==> config.mk <==
export PLATFORM = sky130hd
export DESIGN_NAME = cbs_cell
export DESIGN_NICKNAME = d
export VERILOG_FILES = /design/src/rtl/cbs_pkg.sv /design/src/rtl/cbs_cell.sv
export SDC_FILE = /design/constraint.sdc
export NUM_CORES = 1
export LEC_CHECK = 0
export ABC_AREA = 1
export ABC_CLOCK_PERIOD_IN_PS = 14700
export BUFFER_PORTS_ARGS = -buffer_cell sky130_fd_sc_hd__buf_2
export CAP_MARGIN = 20
export CORE_MARGIN = 2
export CORE_UTILIZATION = 38
export CTS_BUF_LIST = sky130_fd_sc_hd__clkbuf_2
export DETAILED_ROUTE_END_ITERATION = 7
export SYNTH_ARGS = -nofsm -noshare
export SYNTH_HDL_FRONTEND = slang
export SYNTH_SLANG_ARGS = --single-unit
==> constraint.sdc <==
create_clock -name clk -period 14.7 [get_ports clk]
set_input_delay 1.47 -clock clk [delete_from_list [all_inputs] [get_ports clk]]
set_output_delay 1.47 -clock clk [all_outputs]
set_load 0.005 [all_outputs]
==> src/rtl/cbs_pkg.sv <==
// ----------------------------------------------------------------------------
// cbs_pkg
// Shared types and constants for the cell balancing scheduler.
// ----------------------------------------------------------------------------
package cbs_pkg;

	localparam int MAX_CELLS = 120;
	localparam int VW = 15;
	localparam logic [VW-1:0] VOLT_NONE = 15'h7FFF;
	localparam logic [VW-1:0] BUDGET_MAX = 15'h7FFF;

	// configuration register indexes
	localparam logic [2:0] REG_RESTART = 3'd0;
	localparam logic [2:0] REG_GAIN    = 3'd1;
	localparam logic [2:0] REG_OFFSET  = 3'd2;
	localparam logic [2:0] REG_PAUSE   = 3'd3;
	localparam logic [2:0] REG_FLOOR   = 3'd4;

	// input commands
	localparam logic CMD_WRITE = 1'b0;
	localparam logic CMD_TICK  = 1'b1;

	// broadcast control from the sequencer to every cell
	typedef struct packed {
		logic          wr_en;
		logic [VW-1:0] wr_v;
		logic [VW-1:0] floor_mv;
		logic [VW-1:0] minv;
		logic [7:0]    offset;
		logic [7:0]    gain;
		logic          do_budget;
		logic          do_mark;
		logic          mark_par;
		logic          dec;
		logic          clr_mask;
	} cbs_ctl_t;

endpackage

==> src/rtl/cbs_cell.sv <==
// ----------------------------------------------------------------------------
// cbs_cell
// One battery cell: voltage, budget and request bit, plus one link of the
// running minimum chain that passes to the next cell every cycle.
// ----------------------------------------------------------------------------
module cbs_cell (
	input  logic                             clk,
	input  logic                             arst_n,
	input  cbs_pkg::cbs_ctl_t                ctl,
	input  logic                             wr_sel,
	input  logic                             is_even,
	input  logic [cbs_pkg::VW-1:0]           min_in,
	output logic [cbs_pkg::VW-1:0]           min_out,
	output logic                             budget_nz,
	output logic                             mask_bit
);
	import cbs_pkg::*;

	logic [VW-1:0]  volt_q;
	logic [VW-1:0]  budget_q;
	logic [VW-1:0]  min_q;
	logic           mask_q;
	logic [16:0]    diff;
	logic [22:0]    prod;
	logic [VW-1:0]  budget_new;
	logic           hit;

	// budget from difference to minimum, saturated
	always_comb begin
		diff = {2'b00, volt_q} - {2'b00, ctl.minv} - {9'd0, ctl.offset};
		prod = diff[VW-1:0] * ctl.gain;
		if (diff[16] || diff == 17'd0) begin
			budget_new = '0;
		end else if (prod > 23'(BUDGET_MAX)) begin
			budget_new = BUDGET_MAX;
		end else begin
			budget_new = prod[VW-1:0];
		end
	end

	assign hit = (budget_q != '0) && (is_even == ctl.mark_par);

	// voltage store
	always_ff @(posedge clk or negedge arst_n) begin
		if (!arst_n) begin
			volt_q <= '0;
		end else if (ctl.wr_en && wr_sel) begin
			volt_q <= ctl.wr_v;
		end
	end

	// running minimum link
	always_ff @(posedge clk or negedge arst_n) begin
		if (!arst_n) begin
			min_q <= VOLT_NONE;
		end else if (volt_q > ctl.floor_mv && volt_q < min_in) begin
			min_q <= volt_q;
		end else begin
			min_q <= min_in;
		end
	end

	// budget and request bit
	always_ff @(posedge clk or negedge arst_n) begin
		if (!arst_n) begin
			budget_q <= '0;
			mask_q <= 1'b0;
		end else if (ctl.do_budget) begin
			budget_q <= budget_new;
		end else if (ctl.do_mark) begin
			mask_q <= hit;
			if (hit) begin
				budget_q <= budget_q - VW'(ctl.dec);
			end
		end else if (ctl.clr_mask) begin
			mask_q <= 1'b0;
		end
	end

	assign min_out = min_q;
	assign budget_nz = (budget_q != '0);
	assign mask_bit = mask_q;

endmodule

==> run_results.csv <==
group,metric,value,unit
status,status,"finished, final reports clean",
sta,tns,0,ns
layout,fin_cells,1588,
grt,grt_pass1_wl,37.5,mm
critical_path,path_common_cell,"nand2_1",
cts,clockBufferDepth,2,
grt,grt_pass1_vias,7787,
route,drc,0,
logic_synthesis,yosys_most_used_dff,"dfrtp_1",
critical_path,cp.arrival,9.12,ns
logic_synthesis,yosysTopAreaCell,"fa_1",
logic_synthesis,seq_area_frac_synth,13.6,%
critical_path,startpoint_type,"input pin",
critical_path,critPathKind,"input pin to flip-flop",
logic_synthesis,synthCells,1210,
sta,hold_viol_final,0,
place,hpwl,18.8,mm
logic_synthesis,ys_warn_count,0,
grt,grt_antenna_before_repair,1,
layout,drive_gt1_share,15.1,%
cts,htree_levels,2,
route,drt_iter0_drc,418,
route,wire_per_inst,14.1,um
layout,nNetsFinal,1564,
logic_synthesis,synth.most_common_cell,"inv_1",
logic_synthesis,synth.area.top_cells,"fa_1 19%, ha_1 14%, inv_1 10%",
cts,clock-root-buffer,"clkbuf_2",
route,via_count,7854,
critical_path,crit_slowest_cell,"nor2_1",
cts,cts_setup_buffers,0,
logic_synthesis,synth_seq_cells,46,
sta,max_freq,114,MHz
sta,maxSlewViolCount,0,
floorplanning,num_rows,55,
floorplanning,die-height,155,um
critical_path,slowest_delay,0.71,ns
cts,clock_sinks,46,
grt,grt.total_usage,19.1,%
critical_path,end_kind,"flip-flop",
cts,clk_pin_slew,0.26,ns
logic_synthesis,synth_edf_count,0,
place,io_buffers,102,
sta,period_needed,8.75,ns
floorplanning,die_w,155,um
logic_synthesis,syn-mean-instance-area,7.12,sq um
logic_synthesis,syn-num-nets,1473,
sta,slew-limit-headroom,36.5,%
layout,multiInputGateArea,6430,sq um
sta,fin_crit_sh,59.5,%
route,ant_nets,0,
logic_synthesis,synth_cell_types,47,
route,finalWirelength,22.4,mm
logic_synthesis,netlist_area,8620,sq um
grt,grt_max_degree,47,
sta,tightest_slew,0.949,ns
flow_run,drv_cap,0,
place,dp_slack,5.52,ns
cts,cts_tree,"built",
floorplanning,core_area,22400,sq um
cts,clk_latency,0.45,ns
place,dp_cells,1578,
logic_synthesis,synth_common_cells,"240 x inv_1, 230 x nand2_1, 191 x nor2_1",
min_path,hold_path_class,"flip-flop to flip-flop",
floorplanning,design.die.area,23900,sq um
layout,area_delta_synth_final,9.91,%
route,drt_pass1_iterations,5,
critical_path,cp_max_fo,15,
logic_synthesis,async_flop_share,100,%
layout,nFillCells,2428,
cts,hold_buffers,0,
place,routabilityCongestion,0.881,
sta,timing.final.ws_setup,5.95,ns
cts,cts_buffers,5,
sta,setup_viol,0,
cts,ctsResizeCount,0,
floorplanning,start_util,38.4,%
floorplanning,io_pins,103,
critical_path,crit_required,15.08,ns
route,routed_via_density,4.95,
grt,overflow,0,
layout,regArea,1170,sq um
logic_synthesis,yosysTopAreaCellShare,18.6,%
sta,rsz0062_at_grt,"false",
sta,fin_skew,0.0258,ns
-- flip-flops by register name, indices dropped and copies added (netlist names) --
register,flops
budget_q,15
mask_bit,1
volt_q,15
min_out,15
-- critical path: cells and delay by family --
kind | cells | cell delay, ns
xor+xnor | 2 | 0.78
simple gates | 18 | 2.77
compound gates | 3 | 0.62
fa+ha+maj | 7 | 3.15
buf+inv | 5 | 0.29
-- metrics by stage --
stage                     utilization, %  cell area, sq um  hold slack [ns]
after CTS                           42.2              9460            0.543
after detailed placement            41.9              9390            0.491
final                               42.2              9470            0.541
after global routing                42.2              9470            0.582
after floorplan                        -              8620            0.476
after global placement              41.9              9390            0.492
-- cells in the final DEF, fill, tap and decap left out, types with 12 or more instances in the layout --
cell,n
dfstp_2,15
buf_2,102
nand3_2,14
nand2_1,230
mux2_2,13
nand3_1,55
a21oi_1,67
dfrtp_1,31
nor2_1,191
xor2_1,12
o21ai_0,26
inv_1,240
xnor2_1,16
nand4_1,29
fa_1,80
ha_1,97
-- kinds of logic (layout without fill, tap and decap cells) --
logic type / count (synthesis) / count (layout) / share of synthesized area [%]
flip-flops: 46 / 46 / 13.6
AO/OA/AOI/OAI: 116 / 116 / 7.75
other: 0 / 1 / 0
multiplexers: 13 / 13 / 1.70
adder cells (fa/ha/maj): 177 / 177 / 32.7
buffers and inverters: 264 / 356 / 11.8
XOR/XNOR: 30 / 30 / 3.35
AND/OR/NAND/NOR: 564 / 564 / 29.1
-- path summary, 6_finish.rpt --
check | slack, ns | to | startpoint | cells past startpoint
min | 0.54 | mask_bit$_DFFE_PN0P_ | mask_bit$_DFFE_PN0P_ | 2
max in group asynchronous | 13.21 | budget_q[11]$_DFFE_PN0P_ | arst_n | 2
max | 5.95 | budget_q[10]$_DFFE_PN0P_ | ctl[24] | 35
min reg2reg | 0.54 | mask_bit$_DFFE_PN0P_ | mask_bit$_DFFE_PN0P_ | 2
min in group asynchronous | 1.08 | volt_q[10]$_DFFE_PN0P_ | arst_n | 2
max reg2reg | 6.56 | budget_q[10]$_DFFE_PN0P_ | volt_q[3]$_DFFE_PN0P_ | 33
-- layer usage --
layer	wire [um]	vias up	global-route usage, %
li1	-	3954	-
met4	556	0	5.73
met1	10500	3657	26.3
met5	0	-	0
met3	1030	31	1.18
met2	10300	212	32.3
-- final cells by class --
| class | instances | area share, % |
|---|---|---|
| inverters | 244 | 9.67 |
| well taps | 285 | 3.76 |
| flip-flops and latches | 46 | 12.3 |
| diodes | 1 | 0.0264 |
| repair buffers | 104 | 5.63 |
| multi-input cells | 900 | 67.9 |
| clock buffers | 6 | 0.317 |
| clock inverters | 2 | 0.396 |
Power is not shown: default switching activity piles up to over one toggle a cycle in this logic, so the estimate is an artifact.
